$ cat src/hw/rtl/rrms_pkg.sv
// shared types, constants and helpers of the round-robin matching selector
// no dependencies

package rrms_pkg;

    // table geometry
    localparam int NUM_ENTRIES = 32;
    localparam int IDX_W       = $clog2(NUM_ENTRIES);

    // request field widths
    localparam int ENTRY_IDX_W = 5;
    localparam int TYPE_W      = 16;
    localparam int SCHEME_W    = 4;

    // compare width that holds both a request index and the table size
    localparam int CMP_W = ((IDX_W > ENTRY_IDX_W) ? IDX_W : ENTRY_IDX_W) + 1;

    // request kinds
    localparam logic KIND_SELECT = 1'b0;
    localparam logic KIND_WRITE  = 1'b1;

    // controller states
    typedef enum logic {
        ST_IDLE,
        ST_SCAN
    } state_t;

    // controller to datapath commands
    typedef struct packed {
        logic capture;
        logic resolve;
    } ctrl_cmd_t;

    // index of the lowest set bit, zero when none is set
    function automatic logic [IDX_W-1:0] lowest_one(input logic [NUM_ENTRIES-1:0] vec);
        logic [IDX_W-1:0] idx;
        idx = '0;
        for (int i = NUM_ENTRIES - 1; i >= 0; i--)
        begin
            if (vec[i])
            begin
                idx = IDX_W'(i);
            end
        end
        return idx;
    endfunction

endpackage

$ cat src/hw/rtl/rrms_ctrl.sv
// controller of the round-robin matching selector: idle / scan sequencing
// depends on rrms_pkg

module rrms_ctrl
    import rrms_pkg::*;
(
    input  logic       clk,
    input  logic       rst_n,
    input  logic       start,
    output logic       busy,
    output logic       done,
    output ctrl_cmd_t  cmd
);

    state_t state_reg;
    state_t state_next;
    logic   done_reg;
    logic   done_next;

    // state and strobe registers
    always_ff @(posedge clk or negedge rst_n)
    begin
        if (!rst_n)
        begin
            state_reg <= ST_IDLE;
            done_reg  <= 1'b0;
        end
        else
        begin
            state_reg <= state_next;
            done_reg  <= done_next;
        end
    end

    // next state and commands
    always_comb
    begin
        state_next  = state_reg;
        done_next   = 1'b0;
        cmd.capture = 1'b0;
        cmd.resolve = 1'b0;
        case (state_reg)
            ST_IDLE:
            begin
                if (start)
                begin
                    cmd.capture = 1'b1;
                    state_next  = ST_SCAN;
                end
            end
            ST_SCAN:
            begin
                cmd.resolve = 1'b1;
                done_next   = 1'b1;
                state_next  = ST_IDLE;
            end
            default:
            begin
                state_next = ST_IDLE;
            end
        endcase
    end

    assign busy = (state_reg != ST_IDLE);
    assign done = done_reg;

endmodule

$ cat src/hw/rtl/rrms_datapath.sv
// datapath of the round-robin matching selector: entry table, parallel
// match, rotating priority pick and start pointer; depends on rrms_pkg

module rrms_datapath
    import rrms_pkg::*;
(
    input  logic                   clk,
    input  logic                   rst_n,
    input  ctrl_cmd_t              cmd,
    input  logic                   kind,
    input  logic [ENTRY_IDX_W-1:0] entry_index,
    input  logic                   entry_used,
    input  logic                   entry_active,
    input  logic                   entry_connected,
    input  logic [TYPE_W-1:0]      type_code,
    input  logic [SCHEME_W-1:0]    scheme_code,
    output logic                   found,
    output logic [ENTRY_IDX_W-1:0] selected_index
);

    // entry table
    logic [2:0]             flags_reg  [NUM_ENTRIES];
    logic [TYPE_W-1:0]      type_reg   [NUM_ENTRIES];
    logic [SCHEME_W-1:0]    scheme_reg [NUM_ENTRIES];

    logic [IDX_W-1:0]       ptr_reg;
    logic [IDX_W-1:0]       ptr_next;
    logic [NUM_ENTRIES-1:0] match_reg;
    logic [NUM_ENTRIES-1:0] match_next;
    logic                   is_sel_reg;
    logic                   found_reg;
    logic                   found_next;
    logic [ENTRY_IDX_W-1:0] index_reg;
    logic [ENTRY_IDX_W-1:0] index_next;

    logic [CMP_W-1:0]       wr_idx_ext;
    logic                   wr_ok;
    logic [IDX_W-1:0]       wr_row;
    logic [NUM_ENTRIES-1:0] ge_mask;
    logic [NUM_ENTRIES-1:0] upper_hits;
    logic [IDX_W-1:0]       pick;
    logic                   any_hit;

    // write decode, out-of-range rows are dropped
    assign wr_idx_ext = CMP_W'(entry_index);
    assign wr_ok      = (wr_idx_ext < CMP_W'(NUM_ENTRIES));
    assign wr_row     = wr_idx_ext[IDX_W-1:0];

    // flags cleared at reset, so type and scheme need no reset
    always_ff @(posedge clk or negedge rst_n)
    begin
        if (!rst_n)
        begin
            for (int i = 0; i < NUM_ENTRIES; i++)
            begin
                flags_reg[i] <= 3'b000;
            end
        end
        else if (cmd.capture && (kind == KIND_WRITE) && wr_ok)
        begin
            flags_reg[wr_row] <= {entry_connected, entry_active, entry_used};
        end
    end

    always_ff @(posedge clk)
    begin
        if (cmd.capture && (kind == KIND_WRITE) && wr_ok)
        begin
            type_reg[wr_row]   <= type_code;
            scheme_reg[wr_row] <= scheme_code;
        end
    end

    // parallel compare of every used, active and connected entry against the wanted type and scheme
    always_comb
    begin
        for (int i = 0; i < NUM_ENTRIES; i++)
        begin
            match_next[i] = (flags_reg[i] == 3'b111) &&
                            (type_reg[i] == type_code) &&
                            (scheme_reg[i] == scheme_code);
        end
    end

    // rotating priority pick: first hit at or above the pointer, else wrap
    always_comb
    begin
        for (int i = 0; i < NUM_ENTRIES; i++)
        begin
            ge_mask[i] = (IDX_W'(i) >= ptr_reg);
        end
        upper_hits = match_reg & ge_mask;
        any_hit    = |match_reg;
        if (|upper_hits)
        begin
            pick = lowest_one(upper_hits);
        end
        else
        begin
            pick = lowest_one(match_reg);
        end
    end

    // result and pointer update
    always_comb
    begin
        found_next = 1'b0;
        index_next = '0;
        ptr_next   = ptr_reg;
        if (is_sel_reg && any_hit)
        begin
            found_next = 1'b1;
            index_next = ENTRY_IDX_W'(pick);
            if (pick == IDX_W'(NUM_ENTRIES - 1))
            begin
                ptr_next = '0;
            end
            else
            begin
                ptr_next = pick + 1'b1;
            end
        end
    end

    // capture and resolve registers
    always_ff @(posedge clk or negedge rst_n)
    begin
        if (!rst_n)
        begin
            ptr_reg    <= '0;
            match_reg  <= '0;
            is_sel_reg <= 1'b0;
            found_reg  <= 1'b0;
            index_reg  <= '0;
        end
        else
        begin
            if (cmd.capture)
            begin
                match_reg  <= match_next;
                is_sel_reg <= (kind == KIND_SELECT);
            end
            if (cmd.resolve)
            begin
                ptr_reg   <= ptr_next;
                found_reg <= found_next;
                index_reg <= index_next;
            end
        end
    end

    assign found          = found_reg;
    assign selected_index = index_reg;

endmodule

$ cat src/hw/rtl/round_robin_matching_selector.sv
// channel   | handshake        | fields
// request   | start, busy      | kind, entry_index, entry_used, entry_active,
//           |                  | entry_connected, type_code, scheme_code
// result    | done (strobe)    | found, selected_index
//
// a request is taken at an edge with start high and busy low; busy is high
// for the one scan cycle after, and the result strobe follows in the next
// cycle, during which busy is low again and a new request may be taken
// the match vector is registered before the rotating priority encoder; rst_n
// clears the entry flags and the start pointer
// the result strobe is shown for one cycle only and cannot be held off
// depends on rrms_pkg, rrms_ctrl, rrms_datapath

module round_robin_matching_selector
    import rrms_pkg::*;
(
    input  logic                   clk,
    input  logic                   rst_n,
    input  logic                   start,
    output logic                   busy,
    input  logic                   kind,
    input  logic [ENTRY_IDX_W-1:0] entry_index,
    input  logic                   entry_used,
    input  logic                   entry_active,
    input  logic                   entry_connected,
    input  logic [TYPE_W-1:0]      type_code,
    input  logic [SCHEME_W-1:0]    scheme_code,
    output logic                   done,
    output logic                   found,
    output logic [ENTRY_IDX_W-1:0] selected_index
);

    ctrl_cmd_t cmd;

    // sequencing
    rrms_ctrl u_ctrl (
        .clk   (clk),
        .rst_n (rst_n),
        .start (start),
        .busy  (busy),
        .done  (done),
        .cmd   (cmd)
    );

    // table, match and pick
    rrms_datapath u_datapath (
        .clk             (clk),
        .rst_n           (rst_n),
        .cmd             (cmd),
        .kind            (kind),
        .entry_index     (entry_index),
        .entry_used      (entry_used),
        .entry_active    (entry_active),
        .entry_connected (entry_connected),
        .type_code       (type_code),
        .scheme_code     (scheme_code),
        .found           (found),
        .selected_index  (selected_index)
    );

endmodule

$ cat config.mk
export PLATFORM = sky130hd
export DESIGN_NAME = round_robin_matching_selector
export DESIGN_NICKNAME = d
export VERILOG_FILES = /design/src/hw/rtl/rrms_pkg.sv /design/src/hw/rtl/rrms_ctrl.sv /design/src/hw/rtl/rrms_datapath.sv /design/src/hw/rtl/round_robin_matching_selector.sv
export SDC_FILE = /design/constraint.sdc
export NUM_CORES = 1
export LEC_CHECK = 0
export ABC_AREA = 0
export BUFFER_PORTS_ARGS = -buffer_cell sky130_fd_sc_hd__buf_4
export CELL_PAD_IN_SITES_DETAIL_PLACEMENT = 2
export CELL_PAD_IN_SITES_GLOBAL_PLACEMENT = 2
export CORE_ASPECT_RATIO = 0.6
export CORE_UTILIZATION = 42
export CTS_CLUSTER_DIAMETER = 50
export DETAILED_ROUTE_END_ITERATION = 7
export PLACE_DENSITY = 0.76
export SYNTH_ARGS = -nofsm -noshare
export SYNTH_HDL_FRONTEND = slang
export SYNTH_SLANG_ARGS = --single-unit
$ cat constraint.sdc
create_clock -name clk -period 2.9 [get_ports clk]
set_clock_uncertainty 0.2 [all_clocks]
set_input_delay 0.29 -clock clk [delete_from_list [all_inputs] [get_ports clk]]
set_output_delay 0.29 -clock clk [all_outputs]
set_load 0.02 [all_outputs]
# After elaboration in Yosys (flattened, before gate mapping)

Memory sizes are Yosys's and may differ from the RTL's.
Index checks and enable logic that the tools add are counted.

Flip-flop bits (word level): 142
Memory bits (writable): 640
Bits of input ports: 32
Output and inout port bits: 8
Memories: 2

$add $sub $neg: 1
Order comparisons: 35
Eq/ne operators: 97
Mux-type cells: 77
Bitwise gates (word level): 4
Reductions and logical operators: 71

Memories:

| memory                | words | width | rd ports | clocked after memory_dff | write ports | RTL line            | source |
|---|---|---|---|---|---|---|---|
| u_datapath.type_reg   | 32    | 16    | 32       | 0                        | 1           | rrms_datapath.sv:23 | `logic [TYPE_W-1:0] type_reg [NUM_ENTRIES];` |
| u_datapath.scheme_reg | 32    | 4     | 32       | 0                        | 1           | rrms_datapath.sv:24 | `logic [SCHEME_W-1:0] scheme_reg [NUM_ENTRIES];` |

Operator list:

| cell                                                              | count |
|---|---|
| equality test 16 bit                                              | 32 |
| 2-to-1 mux 5 bit                                                  | 67 |
| equality test 4 bit                                               | 32 |
| bitwise mux 96 bit                                                | 1 |
| equality test 3 bit (second input constant)                       | 32 |
| greater-or-equal comparator 5 bit (first input constant)          | 16 |
| logical AND 1 bit                                                 | 68 |
| OR reduction 32 bit                                               | 2 |
| greater-or-equal comparator 4 x 5 -> 1 bit (first input constant) | 8 |
| bitwise AND 32 bit                                                | 1 |
| greater-or-equal comparator 3 x 5 -> 1 bit (first input constant) | 4 |
| demux 3 bit (select 5 bit)                                        | 1 |
| greater-or-equal comparator 1 x 5 -> 1 bit (first input constant) | 2 |
| greater-or-equal comparator 2 x 5 -> 1 bit (first input constant) | 2 |
| greater-or-equal comparator 6 bit (second input constant)         | 1 |
| < comparator 5 x 6 -> 1 bit (second input constant)               | 1 |
| < comparator 6 x 1 -> 1 bit (second input constant)               | 1 |
| 2-to-1 mux 1 bit                                                  | 6 |
| NOT 5 -> 6 bit                                                    | 1 |
| adder 5 x 1 -> 5 bit (second input constant)                      | 1 |
| equality test 5 bit (second input constant)                       | 1 |
| 2-to-1 mux 3 bit                                                  | 1 |
| NOT 1 bit                                                         | 2 |
| one-hot mux 1 bit (2 select lines)                                | 1 |
| AND reduction 2 bit                                               | 1 |

# Depth between registers and ports, before layout

Gate-level depths: netlist of run 1.

Depth after elaboration: 37
Depth in mapped cells: 16
Mapped depth without buffers: 13

# Modules after synthesis

A second synthesis of run 1 with hierarchy kept.

Cells, all modules: 2252
Area total of the unflattened synthesis: 33629.8 sq um

By module, submodules not included:

| module        | times used | cells an instance | area an instance (sq um) | seq. area each (sq um) |
|---|---|---|---|---|
| rrms_datapath | 1          | 2247              | 33550.9                  | 22721.8 |
| rrms_ctrl     | 1          | 5                 | 78.8                     | 50.0 |

# Least setup slack after synthesis of run 1

No wires, ideal clock.

Path type: register -> register
From: reg u_ctrl.state_reg, in the netlist u_ctrl.busy
To: reg u_datapath.flags_reg[95] (netlist bit)
Arrival time: 2.975 ns
Setup slack: -0.400 ns
Cell stages (with the launch flop): 9
Buffers on the path: 1
Path through: dfrtp_1 > inv_1 > nand2_1 > inv_1 > nand2_1 > or3_1 > clkbuf_1 > nor2_1 > mux2_2

Longest elaborated chain between the ends: 3

RTL lines:

| what                           | RTL line            | source |
|---|---|---|
| start: declaration             | rrms_ctrl.sv:15     | `state_t state_reg;` |
| start signal: assignment       | rrms_ctrl.sv:30     | `state_reg <= state_next;` |
| 2-to-1 mux 1 bit               | rrms_ctrl.sv:42     | `case (state_reg)` |
| logical AND 1 bit (2 in a row) | rrms_datapath.sv:59 | `else if (cmd.capture && (kind == KIND_WRITE) && wr_ok)` |
| end signal: indexed assignment | rrms_datapath.sv:61 | `flags_reg[wr_row] <= {entry_connected, entry_active, entry_used};` |
| end: declaration               | rrms_datapath.sv:22 | `logic [2:0] flags_reg [NUM_ENTRIES];` |

Every way passes these cells.
A chain may end at the register's enable or synchronous reset.

# Worst setup path in the final report of run 1

From: reg u_datapath.ptr_reg[0]
To: reg u_datapath.ptr_reg[3]

Longest elaborated chain between the ends: 37
Elaborated cells on any way between the ends: 70
Those cells by class: add/sub (1); order compare (32); eq/ne (1); mux (34); bitwise (1); reduce/logical (1)

RTL lines:

| what                                                               | RTL line                                   | source |
|---|---|---|
| start: declaration                                                 | rrms_datapath.sv:26                        | `logic [IDX_W-1:0] ptr_reg;` |
| start signal: assignment                                           | rrms_datapath.sv:145                       | `ptr_reg <= ptr_next;` |
| greater-or-equal comparator 5 bit                                  | rrms_datapath.sv:90                        | `ge_mask[i] = (IDX_W'(i) >= ptr_reg);` |
| bitwise AND 32 bit *                                               | rrms_datapath.sv:92                        | `upper_hits = match_reg & ge_mask;` |
| 2-to-1 mux 5 bit (32 in a row)                                     | rrms_pkg.sv:40                             | `if (vec[i])` |
| 2-to-1 mux 5 bit *                                                 | rrms_datapath.sv:94                        | `if (\|upper_hits)` |
| adder 5 x 1 -> 5 bit / equality test 5 bit (equally long branches) | rrms_datapath.sv:120, rrms_datapath.sv:114 |  |
| 2-to-1 mux 5 bit *                                                 | rrms_datapath.sv:114                       | `if (pick == IDX_W'(NUM_ENTRIES - 1))` |

Every way passes the cells marked *; elsewhere a longest branch is shown, timed or not.

==> results of run 1 <==
==> cells in the mapped netlist, drive strengths merged, types with 3 or more instances <==
cell type / n
a211oi: 3
a21boi: 5
a21o: 6
a21oi: 17
a22o: 5
a31o: 3
a31oi: 5
and2: 5
and3: 6
buf: 73
clkbuf: 41
dfrtp: 142
edfxtp: 640
inv: 18
mux2: 90
nand2: 76
nand2b: 13
nand3: 22
nand3b: 3
nand4: 105
nor2: 50
nor2b: 5
nor3: 37
nor3b: 3
nor4: 102
o211ai: 7
o21a: 3
o21ai: 24
o221ai: 3
o22ai: 3
o311ai: 4
o31ai: 7
o41ai: 28
or2: 3
or3b: 3
or4: 5
xnor2: 215
xor2: 426
==> layer usage <==
| layer | track usage (%) | wire (um) | vias to the layer above |
|---|---|---|---|
| met5 | 0 | 27 | - |
| met4 | 8.23 | 2930 | 4 |
| met3 | 5.45 | 6780 | 183 |
| met2 | 45.6 | 54400 | 661 |
| met1 | 40.7 | 52600 | 11400 |
| li1 | - | - | 8921 |
==> layout by cell type, fill, tap and decap left out, drive strengths merged, types with 4 or more instances in the layout <==
cell | Yosys | routed
inv | 18 | 24
buf | 73 | 344
dlygate4sd3 | 0 | 26
clkinv | 1 | 22
nor2 | 50 | 50
o311ai | 4 | 4
nand4 | 105 | 105
o31ai | 7 | 7
edfxtp | 640 | 640
and2 | 5 | 5
a31oi | 5 | 5
clkinvlp | 0 | 4
xor2 | 426 | 426
nand2 | 76 | 76
mux2 | 90 | 90
nor4 | 102 | 102
o41ai | 28 | 28
nand3 | 22 | 22
dfrtp | 142 | 142
o211ai | 7 | 7
nor3 | 37 | 37
nand2b | 13 | 13
or4 | 5 | 5
clkbuf | 41 | 110
a21oi | 17 | 17
a22o | 5 | 5
and3 | 6 | 6
o21ai | 24 | 24
a21o | 6 | 6
a21boi | 5 | 5
nor2b | 5 | 5
xnor2 | 215 | 215
==> through the flow <==
| stage | hold slack (ns) | std cells | setup TNS (ns) | worst slack (ns) |
|---|---|---|---|---|
| after floorplan | -0.206 | 2238 | -12.61 | -0.168 |
| after global placement | 0.0916 | 3499 | -2.63 | -0.768 |
| after detailed placement | 0.0981 | 3499 | -3.14 | -0.812 |
| after CTS | 0.0138 | 3690 | -1.24 | -0.398 |
| after global routing | 0.0498 | 3692 | -2.82 | -0.620 |
| final | 0.0422 | 3694 | -1.93 | -0.537 |
==> repair_timing <==
action	4_1_cts	5_1_grt
buffers inserted	20	2
hold endpoints to repair	354	0
hold buffers	27	0
resized for setup	44	12
cloned	1	0
pin swaps	13	7
setup endpoints to repair	8	108
==> area by class of cell <==
type	count	area (sq um)
inverters	19	71.3
diodes	2	5.00
repair buffers	371	3580
well taps	1053	1320
flip-flops and latches	782	22800
fillers	7163	37500
multi-input cells	1323	10500
clock inverters	34	329
clock buffers	110	2160
==> kinds of logic (layout without fill, tap and decap cells) <==
logic type / count (synthesis) / after routing / share of synthesized area [%]
flip-flops: 782 / 782 / 67.9
AND/OR/NAND/NOR: 445 / 445 / 7.30
buffers and inverters: 133 / 534 / 1.63
adder cells (fa/ha/maj): 2 / 2 / 0.0746
AO/OA/AOI/OAI: 145 / 145 / 3.30
other: 0 / 2 / 0
XOR/XNOR: 641 / 641 / 16.7
multiplexers: 90 / 90 / 3.02
==> critical path, cell delays in order, from the launching register on <==
cell	delay [ns]
sky130_fd_sc_hd__dfrtp_2	0.51
sky130_fd_sc_hd__buf_6	0.16
sky130_fd_sc_hd__buf_6	0.09
sky130_fd_sc_hd__nand2b_1	0.05
sky130_fd_sc_hd__o221a_1	0.24
sky130_fd_sc_hd__a211o_1	0.27
sky130_fd_sc_hd__or4_4	0.46
sky130_fd_sc_hd__nor3_4	0.23
sky130_fd_sc_hd__a31o_4	0.20
sky130_fd_sc_hd__ha_4	0.14
sky130_fd_sc_hd__and3_4	0.18
sky130_fd_sc_hd__ha_4	0.13
sky130_fd_sc_hd__nor2_1	0.05
sky130_fd_sc_hd__nand2_1	0.07
sky130_fd_sc_hd__a31oi_1	0.05
sky130_fd_sc_hd__a221o_1	0.28
==> where the power goes <==
part | internal [mW] | switching (mW)
combinational | 0.908 | 1.32
clock | 5.54 | 4.72
sequential | 12.3 | 0.149
==> how the worst max path moves through the flow <==
| stage | startpoint | end | slack (ns) |
|---|---|---|---|
| 3_5_place_dp | u_datapath.ptr_reg[0]$_DFFE_PN0P_ | u_datapath.ptr_reg[3]$_DFFE_PN0P_ | -0.81 |
| 5_1_grt | u_datapath.ptr_reg[3]$_DFFE_PN0P_ | u_datapath.ptr_reg[3]$_DFFE_PN0P_ | -0.62 |
| 3_3_place_gp | u_datapath.ptr_reg[0]$_DFFE_PN0P_ | u_datapath.ptr_reg[3]$_DFFE_PN0P_ | -0.77 |
| 2_1_floorplan | u_ctrl.busy$_DFF_PN0_ | u_datapath.flags_reg[89]$_DFFE_PN0P_ | -0.17 |
| 6_report | u_datapath.ptr_reg[0]$_DFFE_PN0P_ | u_datapath.ptr_reg[3]$_DFFE_PN0P_ | -0.54 |
| 4_1_cts | u_datapath.ptr_reg[0]$_DFFE_PN0P_ | u_datapath.ptr_reg[3]$_DFFE_PN0P_ | -0.40 |
==> insert_results.sql, run 1 <==
INSERT INTO impl_metrics (metric_group, metric, value, unit) VALUES
('critical_path', 'r2r_startpoint', 'u_datapath.ptr_reg[0]$_DFFE_PN0P_', ''),
('timing', 'timing.final.crit_period', '3.44', 'ns'),
('global_route', 'first_global_vias', '23200', ''),
('timing', 'timing.final.max_slew_violations', '0', ''),
('detailed_routing', 'detailroute.via_count', '21100', ''),
('yosys', 'yosys_most_used_dff', 'sky130_fd_sc_hd__edfxtp_1', ''),
('yosys', 'synth.yosys.warnings', '0', ''),
('clock_network', 'cts_num_sinks', '782', ''),
('clock_network', 'htreeDepth', '3', ''),
('detailed_routing', 'drc', '0', ''),
('yosys', 'synth_top_area_share', '57.3', '%'),
('critical_path', 'crit-reg2reg-capture', 'u_datapath.ptr_reg[3]$_DFFE_PN0P_', ''),
('global_route', 'grt_overflow', '0', ''),
('clock_network', 'clockBufferDepth', '3', ''),
('timing', 'tightestPinTransition', '0.927', 'ns'),
('layout', 'largest_register_ffs', '512', ''),
('timing', 'finalCritPeriodShare', '119', '%'),
('detailed_routing', 'detail-route-antenna-nets', '0', ''),
('detailed_routing', 'mean_routed_wirelength_per_cell', '31.6', 'um'),
('die', 'boundaryPins', '40', ''),
('placement', 'dpl_cell_area', '37500', 'sq um'),
('critical_path', 'critPathKind', 'register to register', ''),
('yosys', 'synth.largest_area_cell', 'sky130_fd_sc_hd__edfxtp_1', ''),
('pwr', 'power.ir.vdd_worst', '0.000626', 'V'),
('global_route', 'grt_pass1_wl', '169000', 'um'),
('yosys', 'leading_cell_types_by_total_area_after_synthesis', 'sky130_fd_sc_hd__edfxtp_1 57%, sky130_fd_sc_hd__xor2_1 11%, sky130_fd_sc_hd__dfrtp_1 11%', ''),
('layout', 'design.final.nets', '2608', ''),
('clock_network', 'cts_buffers', '77', ''),
('timing', 'setup_ws', '-0.537', 'ns'),
('yosys', 'synth_async_sr_flop_share', '18.2', '%'),
('layout', 'finished_core_util', '52.0', '%'),
('die', 'floorplan.rows', '79', ''),
('critical_path', 'critPathRequiredTime', '3.23', 'ns'),
('run_status', 'violated_checks', 'negative setup slack', ''),
('timing', 'unrepaired_setup_endpoints_after_global_routing', 'yes', ''),
('yosys', 'total_standard_cell_area_after_synthesis', '33500', 'sq um'),
('layout', 'final_design_area_no_fill', '40700', 'sq um'),
('layout', 'post_route_cells_drive_above_1_share', '23.6', '%'),
('yosys', 'avgSynthCellArea', '15.0', 'sq um'),
('timing', 'fmaxAchievable', '291', 'MHz'),
('placement', 'gpl.final_weighted_congestion', '0.847', ''),
('detailed_routing', 'vias_per_cell', '5.72', ''),
('critical_path', 'crit_fanout', '6', ''),
('clock_network', 'cts_root_buffer', 'sky130_fd_sc_hd__clkbuf_16', ''),
('hold_path', 'classification_of_the_worst_slack_hold_path', 'input pin to async pin', ''),
('critical_path', 'critPathLaunchType', 'register', ''),
('critical_path', 'critical_path_arrival', '3.77', 'ns'),
('pwr', 'power.static_leakage', '14.7', 'nW'),
('clock_network', 'clk_latency', '0.68', 'ns'),
('placement', 'io_buffer_count', '39', ''),
('critical_path', 'worst_setup_path_end_kind', 'register', ''),
('die', 'fp.dieArea', '81000', 'sq um'),
('critical_path', 'count_of_cells_along_the_worst_register_to_register_path', '15', ''),
('global_route', 'grt_usage', '28.9', '%'),
('run', 'max_cap_viol_count', '0', ''),
('layout', 'area.growth.synth_to_final', '21.5', '%'),
('yosys', 'count_of_flip_flops_with_a_built_in_enable_after_synthesis', '640', ''),
('die', 'placeableCoreArea', '78300', 'sq um'),
('pwr', 'power_density', '613', 'nW/um^2'),
('critical_path', 'reg2reg_slack', '-0.54', 'ns'),
('run_status', 'status', 'complete, but fails checks', ''),
('clock_network', 'cts_tree', 'yes', ''),
('die', 'floorplan.die.width', '367', 'um'),
('detailed_routing', 'drt_wl_total', '117000', 'um'),
('die', 'start_util', '42.8', '%'),
('global_route', 'antenna_found_initial', '9', ''),
('die', 'die_y', '221', 'um'),
('timing', 'worst_relative_slew_slack', '37.4', '%'),
('yosys', 'yosys.cell_types.count', '75', ''),
('clock_network', 'path_clk_slew', '0.07', 'ns'),
('timing', 'hold_viol_final', '0', ''),
('placement', 'hpwl', '75200', 'um'),
('yosys', 'syn-instance-count', '2238', ''),
('detailed_routing', 'drt_pass1_iterations', '5', ''),
('yosys', 'synth.net_count', '2272', ''),
('pwr', 'fin_total_pwr', '25.0', 'mW'),
('yosys', 'ys_seq_area_share', '67.9', '%'),
('detailed_routing', 'drt_iter0_drc', '1804', ''),
('yosys', 'postSynthRegisterBits', '782', ''),
('global_route', 'grt_max_degree', '55', ''),
('timing', 'report.final.setup_viol', '10', '');
No activity file was read; power rests on OpenSTA's default activity.
==> run 2, diff against run 1 <==
--- a/config.mk
+++ b/config.mk
@@ -17,3 +17,4 @@
 export SYNTH_ARGS = -nofsm -noshare
 export SYNTH_HDL_FRONTEND = slang
 export SYNTH_SLANG_ARGS = --single-unit
+export TNS_END_PERCENT = 50
==> constraint.sdc (replaced) <==
create_clock -name clk -period 2.9 [get_ports clk]
set_clock_uncertainty 0.2 [all_clocks]
set_input_delay 0.145 -clock clk [delete_from_list [all_inputs] [get_ports clk]]
set_output_delay 0.145 -clock clk [all_outputs]
set_load 0.02 [all_outputs]
==> run 2 against run 1 <==
  * The flow still finishes with violations (negative setup slack)
  * Critical path depth unchanged
  * Non-clock buffer count increased by 8
  * Total power up 0.56%
  * Die area unchanged
  * Register-to-register slack hardly changed
==> insert_results.sql, run 2 (synthesis gave the netlist of run 1 again) <==
INSERT INTO impl_metrics (metric_group, metric, value, unit) VALUES
('run_status', 'status', 'complete, but fails checks', ''),
('run_status', 'violated_checks', 'negative setup slack', ''),
('layout', 'post_route_cells_drive_above_1_share', '24.6', '%'),
('global_route', 'grt_pass1_wl', '168000', 'um'),
('detailed_routing', 'detail-route-antenna-nets', '0', ''),
('layout', 'design.final.nets', '2616', ''),
('clock_network', 'cts_tree', 'yes', ''),
('die', 'floorplan.rows', '79', ''),
('timing', 'tightestPinTransition', '0.937', 'ns'),
('clock_network', 'clockBufferDepth', '3', ''),
('placement', 'placed_cells_incl_taps', '3510', ''),
('detailed_routing', 'drt_pass1_iterations', '5', ''),
('hold_path', 'classification_of_the_worst_slack_hold_path', 'input pin to register', ''),
('timing', 'report.final.setup_viol', '4', ''),
('detailed_routing', 'drt_iter0_drc', '1839', ''),
('die', 'boundaryPins', '40', ''),
('critical_path', 'critical_path_arrival', '3.75', 'ns'),
('die', 'placeableCoreArea', '78300', 'sq um'),
('hold_path', 'hold_crit_start', 'entry_index[1]', ''),
('critical_path', 'crit_fanout', '5', ''),
('layout', 'final_design_area_no_fill', '40800', 'sq um'),
('timing', 'finalCritPeriodShare', '118', '%'),
('clock_network', 'cts_buffers', '77', ''),
('timing', 'worst_relative_slew_slack', '37.0', '%'),
('layout', 'finalNonFillerCells', '3703', ''),
('clock_network', 'htreeDepth', '3', ''),
('timing', 'fmaxAchievable', '292', 'MHz'),
('global_route', 'first_global_vias', '23400', ''),
('global_route', 'antenna_found_initial', '8', ''),
('pwr', 'power_density', '616', 'nW/um^2'),
('die', 'start_util', '42.8', '%'),
('die', 'fp.dieArea', '81000', 'sq um'),
('layout', 'largest_register_ffs', '512', ''),
('pwr', 'power.ir.vdd_worst', '0.000519', 'V'),
('hold_path', 'whs_path_depth', '4', ''),
('detailed_routing', 'detailroute.via_count', '21100', ''),
('hold_path', 'worstHoldEndpoint', 'u_datapath.flags_reg[61]$_DFFE_PN0P_', ''),
('die', 'die_y', '221', 'um'),
('critical_path', 'reg2reg_slack', '-0.52', 'ns'),
('critical_path', 'r2r_startpoint', 'u_datapath.ptr_reg[4]$_DFFE_PN0P_', ''),
('timing', 'setup_ws', '-0.523', 'ns'),
('placement', 'gpl.final_weighted_congestion', '0.821', ''),
('detailed_routing', 'drt_wl_total', '116000', 'um'),
('layout', 'top_library_cells_by_usage_in_the_layout_fill_and_taps_aside', '640 x sky130_fd_sc_hd__edfxtp_1, 426 x sky130_fd_sc_hd__xor2_1, 304 x sky130_fd_sc_hd__buf_4, 215 x sky130_fd_sc_hd__xnor2_1, 137 x sky130_fd_sc_hd__dfrtp_1', ''),
('critical_path', 'crit-reg2reg-capture', 'u_datapath.ptr_reg[3]$_DFFE_PN0P_', ''),
('global_route', 'grt_overflow', '0', ''),
('clock_network', 'clk_latency', '0.67', 'ns'),
('global_route', 'grt_max_degree', '59', ''),
('layout', 'area.growth.synth_to_final', '21.6', '%'),
('critical_path', 'worst_setup_path_end_kind', 'register', ''),
('detailed_routing', 'drc', '0', ''),
('pwr', 'power.static_leakage', '14.7', 'nW'),
('critical_path', 'count_of_cells_along_the_worst_register_to_register_path', '15', ''),
('run', 'max_cap_viol_count', '0', ''),
('critical_path', 'critPathLaunchType', 'register', ''),
('detailed_routing', 'mean_routed_wirelength_per_cell', '31.2', 'um'),
('placement', 'dpl_cell_area', '37400', 'sq um'),
('global_route', 'grt_usage', '28.6', '%'),
('timing', 'hold_viol_final', '0', ''),
('clock_network', 'cts_num_sinks', '782', ''),
('timing', 'timing.final.crit_period', '3.42', 'ns'),
('critical_path', 'critPathKind', 'register to register', ''),
('clock_network', 'cts_root_buffer', 'sky130_fd_sc_hd__clkbuf_16', ''),
('clock_network', 'path_clk_slew', '0.07', 'ns'),
('timing', 'unrepaired_setup_endpoints_after_global_routing', 'yes', ''),
('placement', 'hpwl', '75200', 'um'),
('layout', 'final_common_cell', 'sky130_fd_sc_hd__edfxtp_1', ''),
('critical_path', 'critPathRequiredTime', '3.23', 'ns'),
('detailed_routing', 'vias_per_cell', '5.69', ''),
('timing', 'timing.final.max_slew_violations', '0', ''),
('placement', 'io_buffer_count', '39', ''),
('die', 'floorplan.die.width', '367', 'um');
run 2: cell types whose count changed in the layout (fill, tap and decap cells not counted), moves of 3 or more:
cell / before / now
sky130_fd_sc_hd__buf_4: 283 / 304
sky130_fd_sc_hd__buf_12: 52 / 35
sky130_fd_sc_hd__clkbuf_8: 9 / 17
sky130_fd_sc_hd__clkbuf_1: 23 / 16
sky130_fd_sc_hd__clkinv_1: 9 / 3
sky130_fd_sc_hd__dlygate4sd3_1: 26 / 32
sky130_fd_sc_hd__a21oi_1: 15 / 12
sky130_fd_sc_hd__a21oi_2: 2 / 5
sky130_fd_sc_hd__buf_6: 8 / 5
run 2: metal layers:
metal,vias up,share of wire [%],global-route usage [%]
li1,8932,-,-
met1,11400,45,39.8
met2,603,47,45.3
met3,162,6.0,6.33
met4,2,2.2,7.80
met5,-,0.011,0
run 2: per-stage QoR:
step	hold slack [ns]	worst slack (ns)	power [mW]	TNS [ns]	utilization, %
floorplan	-0.351	-0.168	13.6	-13.10	-
global placement	-0.0313	-0.777	14.5	-2.62	47.7
detailed placement	-0.00909	-0.872	14.7	-3.15	47.7
CTS	0.00350	-0.493	25.2	-1.39	51.8
global route	0.0528	-0.599	25.7	-1.82	52.1
finish	0.0380	-0.523	25.1	-1.24	52.1
run 2: report_power, final:
group / total [mW] / internal, mW / switching [mW]
clock: 10.5 / 5.86 / 4.63
sequential: 12.5 / 12.3 / 0.131
combinational: 2.16 / 0.839 / 1.32
run 2: worst max-delay path by stage:
stage	from	endpoint
after global placement	u_datapath.ptr_reg[4]$_DFFE_PN0P_	u_datapath.ptr_reg[3]$_DFFE_PN0P_
final	u_datapath.ptr_reg[4]$_DFFE_PN0P_	u_datapath.ptr_reg[3]$_DFFE_PN0P_
after detailed placement	u_datapath.ptr_reg[4]$_DFFE_PN0P_	u_datapath.ptr_reg[3]$_DFFE_PN0P_
after CTS	u_datapath.ptr_reg[4]$_DFFE_PN0P_	u_datapath.ptr_reg[3]$_DFFE_PN0P_
after global routing	u_datapath.ptr_reg[4]$_DFFE_PN0P_	u_datapath.ptr_reg[3]$_DFFE_PN0P_
after floorplan	u_ctrl.busy$_DFF_PN0_	u_datapath.flags_reg[89]$_DFFE_PN0P_
run 2: final cells by class:
type                    count  area, sq um
diodes                      4         10.0
well taps                1053         1320
clock inverters            31          322
clock buffers             112         2270
flip-flops and latches    782        22800
inverters                  19         78.8
repair buffers            379         3420
fillers                  7111        37500
multi-input cells        1323        10600
run 2: worst max-delay path, stage by stage (launching register included):
cell and delay, ns:
sky130_fd_sc_hd__dfrtp_2 0.47, sky130_fd_sc_hd__buf_12 0.14, sky130_fd_sc_hd__buf_6 0.10, sky130_fd_sc_hd__nand3_4 0.06, sky130_fd_sc_hd__o221a_1 0.26, sky130_fd_sc_hd__a211o_1 0.31, sky130_fd_sc_hd__or4_4 0.46, sky130_fd_sc_hd__nor3_4 0.18
sky130_fd_sc_hd__a31o_4 0.20, sky130_fd_sc_hd__ha_4 0.13, sky130_fd_sc_hd__and3_4 0.18, sky130_fd_sc_hd__ha_4 0.14, sky130_fd_sc_hd__nor2_2 0.05, sky130_fd_sc_hd__nand2_1 0.09, sky130_fd_sc_hd__a31oi_1 0.05, sky130_fd_sc_hd__a221o_1 0.27
run 2: timing repair:
item	in CTS	in global routing
hold buffers	33	0
gates resized for setup	41	36
pin swaps	8	13
setup buffers	8	6
endpoints found under the setup margin	32	78
gates cloned	1	0
hold endpoints to repair	675	0
==> run 3, diff against run 2 <==
--- a/config.mk
+++ b/config.mk
@@ -14,6 +14,7 @@
 export CTS_CLUSTER_DIAMETER = 50
 export DETAILED_ROUTE_END_ITERATION = 7
 export PLACE_DENSITY = 0.76
+export SKIP_CTS_REPAIR_TIMING = 1
 export SYNTH_ARGS = -nofsm -noshare
 export SYNTH_HDL_FRONTEND = slang
 export SYNTH_SLANG_ARGS = --single-unit
==> run 3 against run 2 <==
  * The run still ends with negative setup slack left
  * Final cell count about the same
  * Global-route usage shrank 0.33 points
  * Final area fell by 0.15%
  * Utilization shrank 0.078 points
  * Register-to-register slack got worse by 0.12 ns
  * Hold slack better by 0.015 ns
  * Total power hardly changed
  * Wire length is 0.17% higher
==> insert_results.sql, run 3 (synthesis gave the netlist of run 1 again) <==
INSERT INTO impl_metrics (metric_group, metric, value, unit) VALUES
('pwr', 'power.static_leakage', '14.7', 'nW'),
('global_route', 'grt_pass1_wl', '166000', 'um'),
('critical_path', 'count_of_cells_along_the_worst_register_to_register_path', '14', ''),
('clock_network', 'path_clk_slew', '0.07', 'ns'),
('placement', 'post-place-ws', '-0.872', 'ns'),
('detailed_routing', 'mean_routed_wirelength_per_cell', '31.3', 'um'),
('die', 'floorplan.die.width', '367', 'um'),
('layout', 'top_library_cells_by_usage_in_the_layout_fill_and_taps_aside', '640 x sky130_fd_sc_hd__edfxtp_1, 426 x sky130_fd_sc_hd__xor2_1, 308 x sky130_fd_sc_hd__buf_4, 215 x sky130_fd_sc_hd__xnor2_1, 135 x sky130_fd_sc_hd__dfrtp_1', ''),
('global_route', 'grt_usage', '28.3', '%'),
('placement', 'hpwl', '75200', 'um'),
('detailed_routing', 'detail-route-antenna-nets', '0', ''),
('critical_path', 'critPathKind', 'register to register', ''),
('timing', 'hold_viol_final', '0', ''),
('layout', 'fill_cells', '7155', ''),
('global_route', 'first_global_vias', '23100', ''),
('layout', 'area.growth.synth_to_final', '21.4', '%'),
('run', 'max_cap_viol_count', '0', ''),
('pwr', 'fin_total_pwr', '25.1', 'mW'),
('pwr', 'power_density', '618', 'nW/um^2'),
('critical_path', 'crit-reg2reg-capture', 'u_datapath.ptr_reg[3]$_DFFE_PN0P_', ''),
('run_status', 'violated_checks', 'negative setup slack', ''),
('layout', 'finished_core_util', '52.0', '%'),
('critical_path', 'critPathRequiredTime', '3.23', 'ns'),
('placement', 'io_buffer_count', '39', ''),
('timing', 'worst_hold_slack', '0.0529', 'ns'),
('critical_path', 'worst_setup_path_end_kind', 'register', ''),
('critical_path', 'critical_path_s_largest_stage_delay', '0.58', 'ns'),
('hold_path', 'worstHoldEndpoint', 'u_datapath.flags_reg[61]$_DFFE_PN0P_', ''),
('die', 'floorplan.rows', '79', ''),
('global_route', 'grt_max_degree', '63', ''),
('placement', 'dpl_cell_area', '37400', 'sq um'),
('detailed_routing', 'drt_wl_total', '116000', 'um'),
('critical_path', 'critical_path_arrival', '3.87', 'ns'),
('clock_network', 'cts_tree', 'yes', ''),
('critical_path', 'most_frequent_cell_on_the_critical_path', 'sky130_fd_sc_hd__ha_4', ''),
('die', 'start_util', '42.8', '%'),
('critical_path', 'critPathLaunchType', 'register', ''),
('hold_path', 'whs_path_depth', '4', ''),
('layout', 'design.final.nets', '2619', ''),
('layout', 'register_area', '22800', 'sq um'),
('placement', 'placed_cells_incl_taps', '3510', ''),
('hold_path', 'hold_crit_start', 'entry_index[1]', ''),
('timing', 'timing.final.crit_period', '3.54', 'ns'),
('timing', 'tightestPinTransition', '0.859', 'ns'),
('timing', 'timing.final.max_slew_violations', '0', ''),
('placement', 'gpl.final_weighted_congestion', '0.821', ''),
('clock_network', 'cts_num_sinks', '782', ''),
('layout', 'post_route_cells_drive_above_1_share', '24.3', '%'),
('layout', 'final_design_area_no_fill', '40700', 'sq um'),
('detailed_routing', 'drt_iter0_drc', '1818', ''),
('detailed_routing', 'detailroute.via_count', '21100', ''),
('clock_network', 'cts_buffers', '77', ''),
('layout', 'largest_register_ffs', '512', ''),
('timing', 'worst_relative_slew_slack', '42.7', '%'),
('layout', 'multi_input_comb_area', '10500', 'sq um'),
('critical_path', 'critical_path.slowest_cell', 'sky130_fd_sc_hd__or4_4', ''),
('timing', 'finalCritPeriodShare', '122', '%'),
('clock_network', 'clockBufferDepth', '3', ''),
('layout', 'final_common_cell', 'sky130_fd_sc_hd__edfxtp_1', ''),
('critical_path', 'reg2reg_slack', '-0.64', 'ns'),
('timing', 'final.setup.tns', '-1.99', 'ns'),
('detailed_routing', 'drt_pass1_iterations', '5', ''),
('die', 'die_y', '221', 'um'),
('hold_path', 'classification_of_the_worst_slack_hold_path', 'input pin to register', ''),
('detailed_routing', 'vias_per_cell', '5.69', ''),
('global_route', 'grt_overflow', '0', ''),
('die', 'placeableCoreArea', '78300', 'sq um'),
('layout', 'finalNonFillerCells', '3704', ''),
('detailed_routing', 'drc', '0', ''),
('timing', 'setup_ws', '-0.639', 'ns'),
('critical_path', 'r2r_startpoint', 'u_datapath.ptr_reg[4]$_DFFE_PN0P_', ''),
('timing', 'unrepaired_setup_endpoints_after_global_routing', 'yes', ''),
('global_route', 'antenna_found_initial', '7', ''),
('critical_path', 'path_cells', 'buf_6, nand2_1, o211a_1, a211o_1, or4_4, nor3_4, a31o_4, ha_4, and3_4, ha_4, nor2_4, nand2_2, a31oi_1, a221o_1', ''),
('pwr', 'power.ir.vdd_worst', '0.000527', 'V'),
('run_status', 'status', 'complete, but fails checks', ''),
('clock_network', 'clk_latency', '0.67', 'ns'),
('timing', 'report.final.setup_viol', '7', ''),
('critical_path', 'critical_path.n_buffers_inverters', '1', ''),
('die', 'fp.dieArea', '81000', 'sq um'),
('die', 'boundaryPins', '40', ''),
('timing', 'fmaxAchievable', '283', 'MHz'),
('clock_network', 'htreeDepth', '3', ''),
('clock_network', 'cts_root_buffer', 'sky130_fd_sc_hd__clkbuf_16', ''),
('critical_path', 'crit_fanout', '4', ''),
('critical_path', 'crit_family', 'simple AND/OR/NAND/NOR gates', '');
run 3: changes by cell type in the layout (fill, tap and decap cells not counted), moves of 3 or more:
| cell | before | now |
|---|---|---|
| sky130_fd_sc_hd__a21oi_1 | 12 | 16 |
| sky130_fd_sc_hd__buf_4 | 304 | 308 |
| sky130_fd_sc_hd__a21oi_2 | 5 | 1 |
| sky130_fd_sc_hd__nand2_1 | 70 | 66 |
| sky130_fd_sc_hd__nor2_2 | 22 | 19 |
| sky130_fd_sc_hd__nand2_2 | 6 | 9 |
run 3: cell type report:
class                   instances  area share [%]
clock inverters                31           0.790
inverters                      19           0.194
flip-flops and latches        782            56.0
well taps                    1053            3.24
diodes                          2          0.0123
multi-input cells            1323            25.8
clock buffers                 112            5.58
repair buffers                382            8.45
run 3: how the worst max path moves through the flow:
| stage | from | depth (start not counted) | slack, ns | end |
|---|---|---|---|---|
| finish | u_datapath.ptr_reg[4]$_DFFE_PN0P_ | 14 | -0.64 | u_datapath.ptr_reg[3]$_DFFE_PN0P_ |
| global route | u_datapath.ptr_reg[4]$_DFFE_PN0P_ | 14 | -0.66 | u_datapath.ptr_reg[3]$_DFFE_PN0P_ |
| CTS | u_datapath.ptr_reg[4]$_DFFE_PN0P_ | 16 | -0.96 | u_datapath.ptr_reg[3]$_DFFE_PN0P_ |
| detailed placement | u_datapath.ptr_reg[4]$_DFFE_PN0P_ | 16 | -0.87 | u_datapath.ptr_reg[3]$_DFFE_PN0P_ |
| global placement | u_datapath.ptr_reg[4]$_DFFE_PN0P_ | 16 | -0.78 | u_datapath.ptr_reg[3]$_DFFE_PN0P_ |
| floorplan | u_ctrl.busy$_DFF_PN0_ | 8 | -0.17 | u_datapath.flags_reg[89]$_DFFE_PN0P_ |
run 3: power breakdown:
group	total, mW	switching, mW	internal [mW]
clock	10.5	4.65	5.86
combinational	2.16	1.32	0.843
sequential	12.5	0.137	12.3
total	25.1	6.10	19.0
run 3: tightest hold or removal path, cell delays in order:
cell	delay, ns
sky130_fd_sc_hd__buf_4	0.15
sky130_fd_sc_hd__and4_1	0.22
sky130_fd_sc_hd__nand2_1	0.18
sky130_fd_sc_hd__mux2_2	0.18
run 3: metal layers:
| metal | global-route usage [%] | vias to the layer above | share of wire [%] |
|---|---|---|---|
| met1 | 39.8 | 11400 | 45 |
| met4 | 7.52 | 2 | 2.2 |
| li1 | - | 8941 | - |
| met3 | 5.86 | 158 | 6.0 |
| met2 | 44.6 | 635 | 47 |
| met5 | 0 | - | 0.011 |
